--- src/rtl/s5hs_pkg.sv ---
package s5hs_pkg;

    // Depth of the command queue between the classifier and the sequencer.
    localparam int QUEUE_DEPTH = 4;

    // Request codes carried on the input.
    localparam logic [1:0] REQ_START = 2'd0;
    localparam logic [1:0] REQ_HOST  = 2'd1;
    localparam logic [1:0] REQ_RECV  = 2'd2;

    // Link status codes.
    localparam logic [1:0] STAT_BUSY = 2'd0;
    localparam logic [1:0] STAT_CONN = 2'd1;
    localparam logic [1:0] STAT_FAIL = 2'd2;

    // Protocol bytes.
    localparam logic [7:0] SOCKS_VER    = 8'h05;
    localparam logic [7:0] NMETHODS     = 8'h01;
    localparam logic [7:0] METH_NOAUTH  = 8'h00;
    localparam logic [7:0] CMD_CONNECT  = 8'h01;
    localparam logic [7:0] RSV_BYTE     = 8'h00;
    localparam logic [7:0] REP_OK       = 8'h00;
    localparam logic [7:0] ATYP_IPV4    = 8'h01;
    localparam logic [7:0] ATYP_DOMAIN  = 8'h03;
    localparam logic [7:0] ATYP_IPV6    = 8'h04;

    // Bytes to discard after the address type: address plus two port bytes.
    localparam logic [8:0] SKIP_IPV4 = 9'd6;
    localparam logic [8:0] SKIP_IPV6 = 9'd18;
    localparam logic [8:0] SKIP_PORT = 9'd2;

    // What the sequencer must send for one accepted item.
    typedef enum logic [2:0] {
        K_NONE,
        K_GREET,
        K_HEADER,
        K_HOSTB,
        K_HOSTLAST
    } t_kind;

    typedef struct packed {
        t_kind       kind;
        logic [7:0]  data;
        logic [15:0] port;
        logic [1:0]  status;
    } t_cmd;

    typedef struct packed {
        logic       valid;
        logic [7:0] data;
    } t_txb;

    // Number of results a command expands into, less one.
    function automatic logic [2:0] kind_last(input t_kind kind);
        logic [2:0] n;
        case (kind)
            K_GREET:    n = 3'd2;
            K_HEADER:   n = 3'd4;
            K_HOSTLAST: n = 3'd2;
            default:    n = 3'd0;
        endcase
        return n;
    endfunction

    // Byte sent at position idx of a command.
    function automatic t_txb result_byte(input t_kind kind, input logic [2:0] idx,
                                         input logic [7:0] data, input logic [15:0] port);
        t_txb r;
        r = '{valid: 1'b1, data: 8'h00};
        case (kind)
            K_GREET: begin
                case (idx)
                    3'd0:    r.data = SOCKS_VER;
                    3'd1:    r.data = NMETHODS;
                    default: r.data = METH_NOAUTH;
                endcase
            end
            K_HEADER: begin
                case (idx)
                    3'd0:    r.data = SOCKS_VER;
                    3'd1:    r.data = CMD_CONNECT;
                    3'd2:    r.data = RSV_BYTE;
                    3'd3:    r.data = ATYP_DOMAIN;
                    default: r.data = data;
                endcase
            end
            K_HOSTB: r.data = data;
            K_HOSTLAST: begin
                case (idx)
                    3'd0:    r.data = data;
                    3'd1:    r.data = port[15:8];
                    default: r.data = port[7:0];
                endcase
            end
            default: r = '{valid: 1'b0, data: 8'h00};
        endcase
        return r;
    endfunction

endpackage

--- src/rtl/socks5_connect_handshake_unit.sv ---
// An accepted item passes the command queue and then the output register before its
// first result shows (o_empty low). Throughput: one item per cycle on the input while
// the command queue has room; one result per cycle on the output while it is popped,
// and an item causes one to five results, set by the single result sequencer.
// Reset: synchronous, active low; clears the handshake phase, the queue and the
// output register, so the unit comes up idle, not full and empty.
module socks5_connect_handshake_unit #(
    parameter int QueueDepth = s5hs_pkg::QUEUE_DEPTH
) (
    input  logic        i_clk,
    input  logic        i_rst_n,
    // Input side, queue style: the transaction completes when push is high
    // and full is low.
    input  logic        i_push,
    output logic        o_full,
    input  logic [1:0]  i_req_type,
    input  logic [7:0]  i_host_length,
    input  logic [15:0] i_target_port,
    input  logic [7:0]  i_data_byte,
    // Result side: the oldest result is shown while empty is low and is
    // taken when pop is high.
    output logic        o_empty,
    input  logic        i_pop,
    output logic        o_tx_valid,
    output logic [7:0]  o_tx_byte,
    output logic [1:0]  o_link_status,
    output logic        o_run_last
);

    // The front end owns the protocol state. Every accepted item updates the
    // phase in the same cycle and turns into one compact command that tells
    // the back end which bytes to send and what status to report.
    s5hs_pkg::t_cmd front_cmd;
    s5hs_pkg::t_cmd head_cmd;
    logic           accept;
    logic           head_valid;
    logic           head_done;

    assign accept = i_push && !o_full;

    s5hs_front u_front (
        .i_clk         (i_clk),
        .i_rst_n       (i_rst_n),
        .i_accept      (accept),
        .i_req_type    (i_req_type),
        .i_host_length (i_host_length),
        .i_target_port (i_target_port),
        .i_data_byte   (i_data_byte),
        .o_cmd         (front_cmd)
    );

    // The command queue decouples the two halves, so the front end keeps
    // taking received bytes while a long greeting or header is still being
    // sent out.
    s5hs_queue #(
        .Depth (QueueDepth)
    ) u_queue (
        .i_clk   (i_clk),
        .i_rst_n (i_rst_n),
        .i_wr    (accept),
        .i_wdata (front_cmd),
        .o_full  (o_full),
        .i_rd    (head_done),
        .o_valid (head_valid),
        .o_rdata (head_cmd)
    );

    // The back end expands the head command into its results, one per cycle when not
    // stalled by pop, into an output register that refills in the same cycle it is popped.
    s5hs_back u_back (
        .i_clk         (i_clk),
        .i_rst_n       (i_rst_n),
        .i_cmd_valid   (head_valid),
        .i_cmd         (head_cmd),
        .o_cmd_done    (head_done),
        .o_empty       (o_empty),
        .i_pop         (i_pop),
        .o_tx_valid    (o_tx_valid),
        .o_tx_byte     (o_tx_byte),
        .o_link_status (o_link_status),
        .o_run_last    (o_run_last)
    );

endmodule

--- src/rtl/s5hs_front.sv ---
module s5hs_front (
    input  logic              i_clk,
    input  logic              i_rst_n,
    input  logic              i_accept,
    input  logic [1:0]        i_req_type,
    input  logic [7:0]        i_host_length,
    input  logic [15:0]       i_target_port,
    input  logic [7:0]        i_data_byte,
    output s5hs_pkg::t_cmd    o_cmd
);

    typedef enum logic [3:0] {
        PH_IDLE, PH_MVER, PH_MMETH, PH_HOST, PH_RVER, PH_RREP,
        PH_RRSV, PH_RATYP, PH_RDLEN, PH_RSKIP, PH_DONE, PH_FAIL
    } t_phase;

    t_phase      r_phase, n_phase;
    logic [7:0]  r_name_rem, n_name_rem;
    logic [7:0]  r_name_len, n_name_len;
    logic [15:0] r_port_hold, n_port_hold;
    logic [8:0]  r_discard, n_discard;
    logic [7:0]  rem_dec;
    logic [8:0]  disc_dec;

    assign rem_dec  = r_name_rem - 8'd1;
    assign disc_dec = r_discard - 9'd1;

    always_comb begin
        n_phase     = r_phase;
        n_name_rem  = r_name_rem;
        n_name_len  = r_name_len;
        n_port_hold = r_port_hold;
        n_discard   = r_discard;
        o_cmd.kind  = s5hs_pkg::K_NONE;
        o_cmd.data  = i_data_byte;
        o_cmd.port  = r_port_hold;
        case (i_req_type)
            s5hs_pkg::REQ_START: begin
                if (i_host_length == 8'd0) begin
                    n_phase = PH_FAIL;
                end else begin
                    n_name_len  = i_host_length;
                    n_name_rem  = 8'd0;
                    n_port_hold = i_target_port;
                    n_discard   = 9'd0;
                    o_cmd.kind  = s5hs_pkg::K_GREET;
                    n_phase     = PH_MVER;
                end
            end
            s5hs_pkg::REQ_HOST: begin
                if (r_phase == PH_HOST) begin
                    n_name_rem = rem_dec;
                    if (rem_dec == 8'd0) begin
                        o_cmd.kind = s5hs_pkg::K_HOSTLAST;
                        n_phase    = PH_RVER;
                    end else begin
                        o_cmd.kind = s5hs_pkg::K_HOSTB;
                    end
                end
            end
            s5hs_pkg::REQ_RECV: begin
                case (r_phase)
                    PH_MVER: begin
                        n_phase = (i_data_byte == s5hs_pkg::SOCKS_VER) ? PH_MMETH : PH_FAIL;
                    end
                    PH_MMETH: begin
                        if (i_data_byte != s5hs_pkg::METH_NOAUTH) begin
                            n_phase = PH_FAIL;
                        end else begin
                            o_cmd.kind = s5hs_pkg::K_HEADER;
                            o_cmd.data = r_name_len;
                            n_name_rem = r_name_len;
                            n_phase    = PH_HOST;
                        end
                    end
                    PH_RVER: begin
                        n_phase = (i_data_byte == s5hs_pkg::SOCKS_VER) ? PH_RREP : PH_FAIL;
                    end
                    PH_RREP: begin
                        n_phase = (i_data_byte == s5hs_pkg::REP_OK) ? PH_RRSV : PH_FAIL;
                    end
                    PH_RRSV: begin
                        n_phase = PH_RATYP;
                    end
                    PH_RATYP: begin
                        if (i_data_byte == s5hs_pkg::ATYP_IPV4) begin
                            n_discard = s5hs_pkg::SKIP_IPV4;
                            n_phase   = PH_RSKIP;
                        end else if (i_data_byte == s5hs_pkg::ATYP_IPV6) begin
                            n_discard = s5hs_pkg::SKIP_IPV6;
                            n_phase   = PH_RSKIP;
                        end else if (i_data_byte == s5hs_pkg::ATYP_DOMAIN) begin
                            n_phase = PH_RDLEN;
                        end else begin
                            n_phase = PH_FAIL;
                        end
                    end
                    PH_RDLEN: begin
                        n_discard = {1'b0, i_data_byte} + s5hs_pkg::SKIP_PORT;
                        n_phase   = PH_RSKIP;
                    end
                    PH_RSKIP: begin
                        n_discard = disc_dec;
                        if (disc_dec == 9'd0) begin
                            n_phase = PH_DONE;
                        end
                    end
                    default: n_phase = PH_FAIL;
                endcase
            end
            default: ;
        endcase
        case (n_phase)
            PH_DONE: o_cmd.status = s5hs_pkg::STAT_CONN;
            PH_FAIL: o_cmd.status = s5hs_pkg::STAT_FAIL;
            default: o_cmd.status = s5hs_pkg::STAT_BUSY;
        endcase
    end

    always_ff @(posedge i_clk) begin
        if (!i_rst_n) begin
            r_phase     <= PH_IDLE;
            r_name_rem  <= 8'd0;
            r_name_len  <= 8'd0;
            r_port_hold <= 16'd0;
            r_discard   <= 9'd0;
        end else if (i_accept) begin
            r_phase     <= n_phase;
            r_name_rem  <= n_name_rem;
            r_name_len  <= n_name_len;
            r_port_hold <= n_port_hold;
            r_discard   <= n_discard;
        end
    end

endmodule

--- src/rtl/s5hs_queue.sv ---
module s5hs_queue #(
    parameter int Depth = s5hs_pkg::QUEUE_DEPTH
) (
    input  logic           i_clk,
    input  logic           i_rst_n,
    input  logic           i_wr,
    input  s5hs_pkg::t_cmd i_wdata,
    output logic           o_full,
    input  logic           i_rd,
    output logic           o_valid,
    output s5hs_pkg::t_cmd o_rdata
);

    localparam int AW = (Depth > 1) ? $clog2(Depth) : 1;
    localparam int CW = $clog2(Depth + 1);

    s5hs_pkg::t_cmd r_mem [Depth];
    logic [AW-1:0]  r_wr_ptr, r_rd_ptr;
    logic [CW-1:0]  r_count;
    logic           do_wr, do_rd;

    assign o_full  = (r_count == CW'(Depth));
    assign o_valid = (r_count != '0);
    assign o_rdata = r_mem[r_rd_ptr];
    assign do_wr   = i_wr && !o_full;
    assign do_rd   = i_rd && o_valid;

    always_ff @(posedge i_clk) begin
        if (do_wr) begin
            r_mem[r_wr_ptr] <= i_wdata;
        end
    end

    always_ff @(posedge i_clk) begin
        if (!i_rst_n) begin
            r_wr_ptr <= '0;
            r_rd_ptr <= '0;
            r_count  <= '0;
        end else begin
            if (do_wr) begin
                r_wr_ptr <= (r_wr_ptr == AW'(Depth - 1)) ? '0 : r_wr_ptr + 1'b1;
            end
            if (do_rd) begin
                r_rd_ptr <= (r_rd_ptr == AW'(Depth - 1)) ? '0 : r_rd_ptr + 1'b1;
            end
            if (do_wr && !do_rd) begin
                r_count <= r_count + 1'b1;
            end else if (do_rd && !do_wr) begin
                r_count <= r_count - 1'b1;
            end
        end
    end

endmodule

--- src/rtl/s5hs_back.sv ---
module s5hs_back (
    input  logic           i_clk,
    input  logic           i_rst_n,
    input  logic           i_cmd_valid,
    input  s5hs_pkg::t_cmd i_cmd,
    output logic           o_cmd_done,
    output logic           o_empty,
    input  logic           i_pop,
    output logic           o_tx_valid,
    output logic [7:0]     o_tx_byte,
    output logic [1:0]     o_link_status,
    output logic           o_run_last
);

    logic             r_out_valid;
    logic [2:0]       r_idx;
    logic             r_tx_valid;
    logic [7:0]       r_tx_byte;
    logic [1:0]       r_status;
    logic             r_last;
    logic             load;
    logic             is_last;
    s5hs_pkg::t_txb   txb;

    // A new result enters the output register when it is free or being taken.
    assign load       = i_cmd_valid && (!r_out_valid || i_pop);
    assign is_last    = (r_idx == s5hs_pkg::kind_last(i_cmd.kind));
    assign o_cmd_done = load && is_last;
    assign txb        = s5hs_pkg::result_byte(i_cmd.kind, r_idx, i_cmd.data, i_cmd.port);

    always_ff @(posedge i_clk) begin
        if (!i_rst_n) begin
            r_out_valid <= 1'b0;
            r_idx       <= 3'd0;
        end else begin
            if (load) begin
                r_out_valid <= 1'b1;
                r_idx       <= is_last ? 3'd0 : r_idx + 3'd1;
            end else if (i_pop) begin
                r_out_valid <= 1'b0;
            end
        end
    end

    always_ff @(posedge i_clk) begin
        if (load) begin
            r_tx_valid <= txb.valid;
            r_tx_byte  <= txb.data;
            r_status   <= i_cmd.status;
            r_last     <= is_last;
        end
    end

    assign o_empty       = !r_out_valid;
    assign o_tx_valid    = r_tx_valid;
    assign o_tx_byte     = r_tx_byte;
    assign o_link_status = r_status;
    assign o_run_last    = r_last;

endmodule

--- config.mk ---
export PLATFORM = sky130hd
export DESIGN_NAME = socks5_connect_handshake_unit
export DESIGN_NICKNAME = d
export VERILOG_FILES = /design/src/rtl/s5hs_pkg.sv /design/src/rtl/socks5_connect_handshake_unit.sv /design/src/rtl/s5hs_front.sv /design/src/rtl/s5hs_queue.sv /design/src/rtl/s5hs_back.sv
export SDC_FILE = /design/constraint.sdc
export NUM_CORES = 1
export LEC_CHECK = 0
export ABC_AREA = 0
export BUFFER_PORTS_ARGS = -buffer_cell sky130_fd_sc_hd__clkbuf_2
export CORE_UTILIZATION = 55
export DETAILED_ROUTE_END_ITERATION = 16
export PLACE_DENSITY = 0.69
export SYNTH_ARGS = -nofsm -noshare
export SYNTH_HDL_FRONTEND = slang
export SYNTH_SLANG_ARGS = --single-unit
export TNS_END_PERCENT = 30
--- constraint.sdc ---
create_clock -name i_clk -period 7.9 [get_ports i_clk]
set_input_delay 0 -clock i_clk [delete_from_list [all_inputs] [get_ports i_clk]]
set_output_delay 0 -clock i_clk [all_outputs]
set_load 0.005 [all_outputs]
Word-level counts from Yosys, hierarchy flattened
Memories as Yosys holds them, arrays and structs flattened. A register that Yosys moved wholly into a read port is not among the register bits.
Cells that the tools add are included.
{"block": "classes", "n_addsub": 8, "eq_ne": 34, "n_mux": 48, "n_bitwise": 1, "n_reduce_logical": 29}
{"cell": "$pmux W8 S4", "count": 2}
{"cell": "$mux W4", "count": 10}
{"cell": "$mux W8", "count": 5}
{"cell": "$pmux W4 S8", "count": 1}
{"cell": "$mux W9", "count": 3}
{"cell": "$pmux W9 S3", "count": 1}
{"cell": "$logic_not A8 Y1", "count": 3}
{"cell": "$pmux W8 S3", "count": 1}
{"cell": "$pmux W9 S2", "count": 1}
{"cell": "$eq A4 B3 Y1 const B", "count": 4}
{"cell": "$eq A4 B4 Y1 const B", "count": 4}
{"cell": "$eq A8 B3 Y1 const B", "count": 2}
{"cell": "$pmux W8 S2", "count": 1}
{"cell": "$mux W3", "count": 5}
{"cell": "$eq A3 B2 Y1 const B", "count": 4}
{"cell": "$pmux W3 S2", "count": 2}
{"cell": "$pmux W4 S3", "count": 1}
{"cell": "$mux W11", "count": 1}
{"cell": "$mux W10", "count": 1}
{"cell": "$mux W2", "count": 5}
{"cell": "$add A8 B2 Y9 const B", "count": 1}
{"cell": "$logic_not A9 Y1", "count": 1}
{"cell": "$pmux W3 S3", "count": 1}
{"cell": "$sub A9 B1 Y9 const B", "count": 1}
{"cell": "other kinds (33)", "count": 59}
{"block": "totals", "register_bits": 68, "mem_bits_rw": 116, "input_bits": 38, "output_inout_bits": 14, "mem_count": 1}
{"name": "u_queue.r_mem", "words": 4, "word_bits": 29, "read_ports": 1, "rd_ports_with_merged_regs": 1, "wr": 1, "line": "s5hs_queue.sv:17", "text": "s5hs_pkg::t_cmd r_mem [Depth];"}

Depth between registers and ports, before layout
Gate-level depths: netlist (run 1).
{"block": "depth", "ltp_word": 9, "depth_mapped": 14}

Cells and area by module
Synthesis (run 1) repeated with hierarchy kept, for this count alone.
{"block": "unflattened", "hier_cells": 714, "area_unflattened_um2": 8715.9}
{"mod": "s5hs_queue", "instances": 1, "cells_per_inst": 202, "area_each_um2": 4669.5, "seq_area_each_um2": 3663.5}
{"mod": "s5hs_front", "instances": 1, "cells_per_inst": 404, "area_each_um2": 2957.8, "seq_area_each_um2": 900.9}
{"mod": "s5hs_back", "instances": 1, "cells_per_inst": 107, "area_each_um2": 1074.8, "seq_area_each_um2": 440.4}
{"mod": "socks5_connect_handshake_unit", "instances": 1, "cells_per_inst": 1, "area_each_um2": 13.8, "seq_area_each_um2": 0.0}

Worst setup path before layout (run 1)
OpenSTA, ideal clock, no wires.
{"block": "synth_timing", "path_type": "reg2reg", "start": "register with a tool-made name", "end": "register u_queue.r_count[2]", "setup_ns": 0.070, "arrival_ns": 2.997, "required_time_ns": 7.830, "setup_slack_ns": 4.833, "stages_incl_launch_ff": 14, "n_path_buf": 1, "synth_period_minus_slack_ns": 3.067, "cell_sequence": "dfxtp_1 -> buf_6 -> mux4_2 -> or2_1 -> nand2b_1 -> a21oi_2 -> nor3b_4 -> inv_1 -> ha_1 -> inv_1 -> fa_1 -> xor2_1 -> or3_1 -> a21oi_1"}
{"item": "end signal, assigned", "line": "s5hs_queue.sv:47", "text": "r_count <= r_count + 1'b1;"}
{"item": "end signal, assigned", "line": "s5hs_queue.sv:49", "text": "r_count <= r_count - 1'b1;"}
{"item": "end, declared", "line": "s5hs_queue.sv:19", "text": "logic [CW-1:0] r_count;"}

==> run_results.csv, run 1 <==
group,metric,value,unit
outcome,status,"complete, no violations",
power,p_per_area,273.7,nW/um^2
timing,period_needed,3.924,ns
grt,grt_use_total,24.42,%
place,hpwl,11690,um
die,dieArea,15940,um^2
power,swShare,30.10,%
clock_tree,htree_levels,4,
detailed_routing,wirelength,18410,um
grt,grt_pass1_wl,29520,um
layout,final_common_cell,"edfxtp_1",
synthesis,synth.distinct_cells,67,
timing,timing.fmax,254.8,MHz
synthesis,syn_area,8491,um^2
worst_setup_path,cp-start-kind,"register",
detailed_routing,first_pass_iters,5,
power,peakVddDrop,191.3,uV
timing,tightest_slew,1.171,ns
worst_setup_path,path_class,"reg2reg",
die,die_w,126.2,um
worst_hold_path,min_path_type,"in2reg",
worst_setup_path,critPathCaptureType,"register",
timing,slew_viol_final,0,
synthesis,synth_top_area_share,45.27,%
synthesis,yosysSeqAreaShare,58.94,%
synthesis,syn-num-nets,757,
synthesis,synth_edf_count,128,
clock_tree,post_cts_resized,0,
place,placed_area,8837,um^2
grt,grt_pass1_vias,5642,
layout,diodes,0,
die,core,15150,um^2
layout,drive_gt1_share,16.21,%
grt,antenna_found_initial,0,
synthesis,syn-instance-count,698,
worst_setup_path,cp.required,8.25,ns
power,p_seq_share,46.8,%
synthesis,avgSynthCellArea,12.16,um^2
detailed_routing,avgViaCountPerCell,6.044,
place,port_buffers,51,
power,power.leakage,3.456,nW
power,p_sw,0.0007970,W
place,gp_congestion,0.8573,
die,start_util,56.06,%
layout,nets,817,
synthesis,yosysTopAreaCell,"edfxtp_1",
clock_tree,clock-sinks,186,
timing,fin_worst_skew,0.009162,ns
power,p_clk_share,30.6,%
synthesis,synthArstFlopShare,0,%
clock_tree,cts_buffer_depth,2,
die,ios,52,
grt,grt_max_degree,55,
synthesis,synth_seq_cells,186,
timing,final-setup-viol-count,0,
synthesis,synth_warnings,0,
clock_tree,ctsHoldBuffers,27,
worst_setup_path,arrival,4.27,ns
layout,multiInputGateArea,3224,um^2
detailed_routing,vias,5796,
power,p_int,0.001850,W
die,rows,45,
timing,slew-limit-headroom,21.23,%
clock_tree,post_cts.repair.setup_buffers,0,
clock_tree,cts_made_buffers,17,
clock_tree,clk_pin_slew,0.07,ns
clock_tree,insertion_delay,0.43,ns
layout,fin_area,9674,um^2
timing,period_share,49.67,%
detailed_routing,drt_iter0_drc,472,
worst_setup_path,crit_fanout,29,
clock_tree,cts_tree,"done",
timing,fin_hold_ws,0.006335,ns
clock_tree,root_buffer,"clkbuf_16",
synthesis,synth_flop_cell,"edfxtp_1",
layout,final_cell_mix,"128 x edfxtp_1, 94 x nand2_1, 57 x dfxtp_1, 55 x a21oi_1, 51 x clkbuf_2",
timing,hold_viol,0,
layout,seq_area,5006,um^2
detailed_routing,wl_per_cell,19.20,um
die,dieHeight,126.2,um
synthesis,synth.area.top_cells,"edfxtp_1 45%, dfxtp_1 14%, mux4_2 6.1%",
grt,gr-total-overflow,0,
timing,grt_setup_unrepaired,"false",
power,comb_power_share,22.5,%
layout,area_growth,13.94,%
timing,tns,0,ns
detailed_routing,ant_nets,0,
flow_run,drv_cap,0,
layout,nFillCells,1137,
detailed_routing,drcViolationCount,0,
## metal layers
metal | global-route usage [%] | wire length (um)
met1 | 33.16 | 8112
met2 | 40.36 | 9067
met3 | 3.866 | 1033
met4 | 8.150 | 196
met5 | 0 | 0
## cell families (layout without fill, tap and decap cells)
group	Yosys count	after routing	share of synthesized area, %
compound gates	154	154	11.60
xor+xnor	19	19	1.960
fa+ha+maj	21	21	3.183
buf+inv	67	140	3.212
flops	186	186	58.94
mux	35	35	8.680
simple gates	216	216	12.42
## critical path, cell delays in order (launching register included)
cell and delay [ns]:
dfxtp_2 1.01, mux4_2 0.69, or2_1 0.27, nand2b_1 0.16, a21oi_2 0.28, nor3b_4 0.09, inv_1 0.07, ha_1 0.18
inv_1 0.07, fa_1 0.38, xor2_1 0.19, or3_1 0.31, a21oi_1 0.15
## power groups by stage
stage	clock, W	sequential [W]	combinational, W
final	0.000811	0.00124	0.000596
after CTS	0.000822	0.00124	0.000596
after global placement	0	0.00126	0.000565
after detailed placement	0	0.00126	0.000582
after floorplan	0	0.00123	0.000441
after global routing	0.000856	0.00126	0.000652
## state kept, by name, indices dropped and copies added (netlist names), named ones only
| register | count |
|---|---|
| u_back.o_link_status | 2 |
| u_back.o_run_last | 1 |
| u_back.o_tx_byte | 8 |
| u_back.o_tx_valid | 1 |
| u_back.r_idx | 3 |
| u_back.r_out_valid | 1 |
| u_front.r_discard | 9 |
| u_front.r_name_len | 8 |
| u_front.r_name_rem | 8 |
| u_front.r_phase | 4 |
| u_front.r_port_hold | 16 |
| u_queue.r_count | 3 |
| u_queue.r_mem | 116 |
| u_queue.r_rd_ptr | 2 |
| u_queue.r_wr_ptr | 2 |
## final timing paths
path / slack, ns / from / cells past startpoint / to
setup / recovery: 3.98 / register / 12 / u_queue.r_count[2]
hold / removal: 0.006 / i_data_byte[5] / 2 / u_queue.r_mem[1][23]
setup reg to reg: 3.98 / register / 12 / u_queue.r_count[2]
hold reg to reg: 0.48 / u_front.r_name_rem[7] / 2 / u_front.r_name_rem[7]
## synth_stat cells, types with 4 or more instances
library cell  count
and2_1           10
and3_1            5
nor2b_1           7
xnor2_1          13
a22oi_1          12
o21ai_0          20
edfxtp_1        128
nand2_1          94
nor2_1           33
a21o_1           10
nor4_1            9
nand2b_1          6
dfxtp_1          58
a21oi_1          56
mux4_2           23
ha_1             20
o211ai_1          9
buf_2             5
mux4_1            6
a22o_1            4
o31ai_1           7
o22ai_1           8
or3_1             4
clkbuf_1         31
a31oi_1           6
mux2i_1           5
xor2_1            6
nand3_1          18
nor3_1            9
inv_1            27
## through the flow
| stage | std cells | worst slack, ns | total power [W] | util, % |
|---|---|---|---|---|
| 3_3_place_gp | 900 | 4.058 | 0.001825 | 58.35 |
| 6_report | 959 | 3.976 | 0.002648 | 63.87 |
| 4_1_cts | 959 | 3.894 | 0.002661 | 63.87 |
| 5_1_grt | 959 | 3.659 | 0.002764 | 63.87 |
| 3_5_place_dp | 900 | 3.884 | 0.001847 | 58.35 |
| 2_1_floorplan | 698 | 4.833 | 0.001668 | - |
## area by class of cell
type	instances	area share, %
clock buffer	18	4.540
clock inverter	14	1.319
inverter	29	1.125
multi-input combinational	445	33.33
sequential	186	51.75
tap	188	2.431
timing repair buffer	79	5.510
Power figures use the tool's default switching activity.
==> inputs of run 2 (changes only) <==
- ABC_AREA: 0 -> 1
- PLACE_DENSITY: 0.69 -> 0.72
- clock period: 7.9 -> 3.2 ns (I/O delays scaled with it)
==> run 2 against run 1 <==
  * Via count grew 21%
  * Hold slack gained 0.027 ns
  * Maximum frequency grew 35%
  * Sequential share of layout area shrank 2.0 points
  * Critical path type unchanged
  * Largest power group unchanged
==> run_results.csv, run 2 <==
group,metric,value,unit
worst_setup_path,path_class,"reg2reg",
layout,largest_reg_flops,116,
detailed_routing,vias,7041,
power,p_per_area,711.2,nW/um^2
flow_run,drv_cap,0,
synthesis,synthArstFlopShare,0,%
synthesis,avgSynthCellArea,9.323,um^2
clock_tree,cts_made_buffers,17,
layout,final_common_cell,"nand2_1",
synthesis,synth_seq_cells,186,
detailed_routing,wirelength,21200,um
die,ios,52,
worst_setup_path,cp.required,3.53,ns
place,port_buffers,51,
synthesis,synth_flop_cell,"edfxtp_1",
layout,final_cell_mix,"176 x nand2_1, 128 x edfxtp_1, 112 x nor2_1, 82 x inv_1, 80 x o21ai_0",
clock_tree,clk_pin_slew,0.07,ns
clock_tree,clock-sinks,186,
detailed_routing,wl_per_cell,17.22,um
synthesis,syn_area,8717,um^2
synthesis,synth_edf_count,128,
layout,top_register,"u_queue.r_mem",
clock_tree,post_cts_resized,0,
die,die_w,127.9,um
layout,nets,1067,
power,power.leakage,3.886,nW
grt,gr-total-overflow,0,
place,hpwl,14040,um
synthesis,synth_top_area_share,44.09,%
timing,hold_viol,0,
timing,slew-limit-headroom,56.55,%
detailed_routing,drt_iter0_drc,828,
clock_tree,cts_tree,"done",
layout,diodes,0,
grt,antenna_found_initial,0,
synthesis,syn-num-nets,994,
layout,area_growth,15.43,%
timing,fin_worst_skew,0.007806,ns
layout,nFillCells,1271,
synthesis,synth_top_family_by_area,"simple AND/OR/NAND/NOR gates",
synthesis,synth_mux_area_share,0,%
synthesis,synth-xor-area-share,0.6890,%
grt,grt_max_degree,43,
layout,reg_top3,"u_queue.r_mem x116, u_front.r_port_hold x16, u_front.r_discard x9",
synthesis,yosysSeqAreaShare,57.41,%
worst_setup_path,crit_fanout,11,
place,gp_congestion,0.9663,
clock_tree,post_cts.repair.setup_buffers,0,
synthesis,synth_compound_area_share,14.40,%
timing,fin_hold_ws,0.03296,ns
grt,grt_pass1_vias,6405,
power,peakVddDrop,441.1,uV
clock_tree,insertion_delay,0.44,ns
timing,tightest_slew,0.6467,ns
timing,grt_setup_unrepaired,"false",
clock_tree,root_buffer,"clkbuf_16",
grt,grt_use_total,27.24,%
timing,slew_viol_final,0,
worst_setup_path,cp-start-kind,"register",
timing,period_needed,2.902,ns
synthesis,syn-instance-count,935,
timing,period_share,90.68,%
die,start_util,56.92,%
clock_tree,htree_levels,4,
layout,drive_gt1_share,12.84,%
outcome,status,"complete, no violations",
worst_setup_path,critPathCaptureType,"register",
worst_hold_path,min_path_type,"in2reg",
timing,tns,0,ns
detailed_routing,first_pass_iters,6,
synthesis,yosys-top-cells-count,"176 x nand2_1, 128 x edfxtp_1, 116 x nor2_1",
die,core,15310,um^2
synthesis,synth_warnings,0,
die,dieHeight,127.9,um
timing,final-setup-viol-count,0,
synthesis,synth_most_common_cell,"nand2_1",
detailed_routing,drcViolationCount,0,
synthesis,synth.area.top_cells,"edfxtp_1 44%, dfxtp_1 13%, nand2_1 7.6%",
die,dieArea,16360,um^2
timing,timing.fmax,344.6,MHz
synthesis,synth_fa_ha_area_share,3.100,%
synthesis,synth-simple-area-share,18.66,%
grt,grt_pass1_wl,33390,um
die,rows,45,
detailed_routing,ant_nets,0,
worst_setup_path,arrival,3.23,ns
detailed_routing,avgViaCountPerCell,5.720,
synthesis,yosysTopAreaCell,"edfxtp_1",
clock_tree,cts_buffer_depth,2,
synthesis,synth.distinct_cells,49,
==> run 2: path summary, 6_finish.rpt <==
kind	startpoint	to	slack [ns]	depth (start not counted)
setup / recovery	register	u_queue.r_count[2]	0.30	16
hold / removal	i_data_byte[5]	u_queue.r_mem[3][23]	0.03	3
setup reg to reg	register	u_queue.r_count[2]	0.30	16
hold reg to reg	u_front.r_name_rem[7]	u_front.r_name_rem[7]	0.48	2
==> run 2: logic make-up (layout without fill, tap and decap cells) <==
| family | Yosys count | count (layout) |
|---|---|---|
| fa+ha+maj | 21 | 21 |
| simple gates | 380 | 380 |
| compound gates | 216 | 216 |
| flops | 186 | 186 |
| xor+xnor | 6 | 6 |
| buf+inv | 126 | 211 |
==> run 2: repair_timing <==
action                                  CTS  global route
hold buffers                             24             0
endpoints found under the setup margin    0             0
hold endpoints to repair                 24             0
==> run 2: layer usage <==
layer,vias to the layer above,GRT usage (%),share of wire [%]
li1,3371,-,-
met4,0,8.997,1.9
met2,319,42.01,46
met1,3313,38.76,45
met5,-,0,0
met3,38,5.426,7.4
==> run 2: layout make-up <==
class,instances,area (um^2),area share [%]
inverters,89,336.6,3.345
multi-input cells,623,3226,32.06
flip-flops and latches,186,5006,49.75
clock inverters,14,176.4,1.753
repair buffers,91,628.1,6.242
well taps,211,264.0,2.624
clock buffers,17,425.4,4.228
==> run 2: critical path, cell delays in order (launching register included) <==
cell and delay (ns):
dfxtp_1 0.50, inv_1 0.26, nand3_1 0.14, nand2_1 0.16, nor2_1 0.14, nand2_1 0.07, nand2_1 0.11, xor2_2 0.18
nor2_4 0.08, nand2_4 0.07, ha_1 0.14, inv_1 0.07, fa_1 0.39, a21oi_1 0.15, o21ai_0 0.11, o21ai_0 0.16
a21oi_1 0.05
==> run 2: metrics by stage <==
| step | area [um^2] | utilization [%] | power, W | worst slack, ns | cells |
|---|---|---|---|---|---|
| floorplan | 8717 | - | 0.004399 | 0.5404 | 935 |
| global placement | 9220 | 60.20 | 0.004983 | 0.4745 | 1176 |
| detailed placement | 9220 | 60.20 | 0.005016 | 0.3582 | 1176 |
| CTS | 10060 | 65.70 | 0.007145 | 0.3354 | 1231 |
| global route | 10060 | 65.70 | 0.007499 | 0.04139 | 1231 |
| finish | 10060 | 65.70 | 0.007156 | 0.2983 | 1231 |
==> run 2: where the power goes <==
| group | total [W] | leakage [nW] | switching, W | internal (W) |
|---|---|---|---|---|
| logic | 0.00194 | 1.91 | 0.00132 | 0.000622 |
| registers | 0.00309 | 1.68 | 0.000150 | 0.00294 |
| clock network | 0.00212 | 0.295 | 0.00100 | 0.00112 |
| total | 0.00716 | 3.89 | 0.00247 | 0.00468 |
==> inputs of run 3 (changes only) <==
- ABC_CLOCK_PERIOD_IN_PS: default -> 3200
- SETUP_SLACK_MARGIN: default -> 0.3
==> run 3 against run 2 <==
  * Total power about the same
  * Clock power about the same
  * Wire length decreased by 0.72%
  * Core utilization increased by 0.12 points
  * Critical endpoint unchanged
  * Critical path type unchanged
==> run_results.csv, run 3 (synthesis results as in run 2) <==
group,metric,value,unit
clock_tree,root_buffer,"clkbuf_16",
power,peakVddDrop,439.5,uV
worst_setup_path,critPathCaptureType,"register",
die,dieHeight,127.9,um
die,start_util,56.92,%
timing,tightest_slew,0.6408,ns
worst_setup_path,max_stage_delay,0.43,ns
clock_tree,cts_made_buffers,17,
layout,nFillCells,1268,
layout,final_core_util,65.83,%
timing,grt_setup_unrepaired,"false",
detailed_routing,first_pass_iters,7,
layout,final_common_cell,"nand2_1",
detailed_routing,avgViaCountPerCell,5.657,
detailed_routing,vias,6975,
timing,period_needed,2.618,ns
die,rows,45,
worst_setup_path,crit_path_frequent_cell,"nand2_1",
layout,nets,1069,
power,power.leakage,3.897,nW
timing,slew_viol_final,0,
detailed_routing,drcViolationCount,0,
worst_setup_path,cp-start-kind,"register",
grt,antenna_found_initial,0,
place,port_buffers,51,
clock_tree,insertion_delay,0.44,ns
layout,drive_gt1_share,13.21,%
timing,period_share,81.82,%
power,p_per_area,710.5,nW/um^2
layout,reg_top3,"u_queue.r_mem x116, u_front.r_port_hold x16, u_front.r_discard x9",
timing,hold_viol,0,
detailed_routing,met2_length,9707,um
grt,gr-total-overflow,0,
layout,area_growth,15.64,%
worst_setup_path,path_class,"reg2reg",
die,dieArea,16360,um^2
layout,seq_area,5010,um^2
detailed_routing,drt_iter0_drc,724,
worst_setup_path,crit_fanout,11,
worst_setup_path,crit_slowest_cell,"dfxtp_2",
timing,slew-limit-headroom,56.95,%
detailed_routing,wl_per_cell,17.07,um
detailed_routing,route.met3.wl,1582,um
layout,largest_reg_flops,116,
clock_tree,clock-sinks,186,
die,core,15310,um^2
layout,multiInputGateArea,3226,um^2
clock_tree,cts_buffer_depth,2,
grt,grt_max_degree,43,
clock_tree,htree_levels,4,
grt,grt_use_total,27.24,%
grt,grt_pass1_vias,6405,
timing,timing.fmax,381.9,MHz
die,die_w,127.9,um
outcome,status,"complete, no violations",
layout,diodes,0,
clock_tree,clk_pin_slew,0.07,ns
detailed_routing,ant_nets,0,
die,ios,52,
worst_setup_path,crit_chain,"inv_2, nand3_1, nand2_1, nor2_1, nand2_1, nand2_1, xor2_2, nor2_4, nand2_4, ha_1, inv_1, fa_1, a21oi_1, o21ai_1, o21ai_1, a21oi_1",
layout,final_cell_mix,"176 x nand2_1, 128 x edfxtp_1, 112 x nor2_1, 81 x inv_1, 78 x o21ai_0",
timing,final-setup-viol-count,0,
flow_run,drv_cap,0,
timing,tns,0,ns
detailed_routing,top_layer_used,"met4",
grt,grt_pass1_wl,33390,um
place,hpwl,14040,um
detailed_routing,wl_met1,9308,um
worst_hold_path,min_path_type,"in2reg",
timing,fin_worst_skew,0.007933,ns
clock_tree,cts_tree,"done",
layout,top_register,"u_queue.r_mem",
worst_setup_path,cp.required,3.53,ns
worst_hold_path,worstHoldStart,"i_data_byte[2]",
worst_setup_path,arrival,2.94,ns
detailed_routing,wirelength,21040,um
place,gp_congestion,0.9663,
run 3: cell types whose count changed in the layout (fill, tap and decap cells not counted):
cell and change:
buf_4 +2, o21ai_0 -2, o21ai_1 +2, dfxtp_1 -1
dfxtp_4 +1, inv_1 -1, inv_2 +1
run 3: metal layers:
| layer | vias up | GRT usage, % |
|---|---|---|
| met5 | - | 0 |
| met4 | 0 | 8.997 |
| met3 | 43 | 5.426 |
| met2 | 276 | 42.01 |
| met1 | 3275 | 38.76 |
| li1 | 3381 | - |
run 3: stage by stage:
stage / std cells / setup slack [ns] / hold slack (ns) / power (W) / instance area, um^2
after floorplan: 935 / 0.5404 / 0.1667 / 0.004399 / 8717
after global placement: 1176 / 0.4745 / 0.2579 / 0.004983 / 9220
after detailed placement: 1176 / 0.3582 / 0.2639 / 0.005016 / 9220
after CTS: 1231 / 0.3354 / 0.01336 / 0.007145 / 10060
after global routing: 1233 / 0.3297 / 0.03847 / 0.007517 / 10080
final: 1233 / 0.5816 / 0.03644 / 0.007163 / 10080
run 3: worst paths after layout:
kind	end	slack (ns)	cells past startpoint
min	u_queue.r_mem[1][20]	0.04	3
max	u_queue.r_count[2]	0.58	16
min reg2reg	u_front.r_name_rem[7]	0.48	2
max reg2reg	u_queue.r_count[2]	0.58	16
run 3: layout make-up:
class | instances | share of cell area [%]
Multi-Input combinational cell | 623 | 32.00
Timing Repair Buffer | 93 | 6.380
Tap cell | 211 | 2.619
Inverter | 89 | 3.339
Sequential cell | 186 | 49.70
Clock buffer | 17 | 4.220
Clock inverter | 14 | 1.750
run 3: what timing repair did:
action                                 4_1_cts  5_1_grt
hold buffers                                24        0
setup buffers                                0        2
gates resized for setup                      0        5
setup endpoints to repair                    0        2
endpoints found under the hold margin       24        0
run 3: where the power goes:
part	switching [W]	internal (W)	total (W)
clock network	0.000998	0.00112	0.00212
registers	0.000145	0.00294	0.00309
logic	0.00132	0.000633	0.00196
run 3: critical path, delay by kind of cell, from the launching register on:
family | cells | cell delay [ns]
AOI/OAI and AO/OA | 4 | 0.41
xor gates and xnor gates | 1 | 0.18
adders and majority gates | 2 | 0.54
buffers and inverters | 2 | 0.21
DFF | 1 | 0.43
and+or+nand+nor | 7 | 0.73
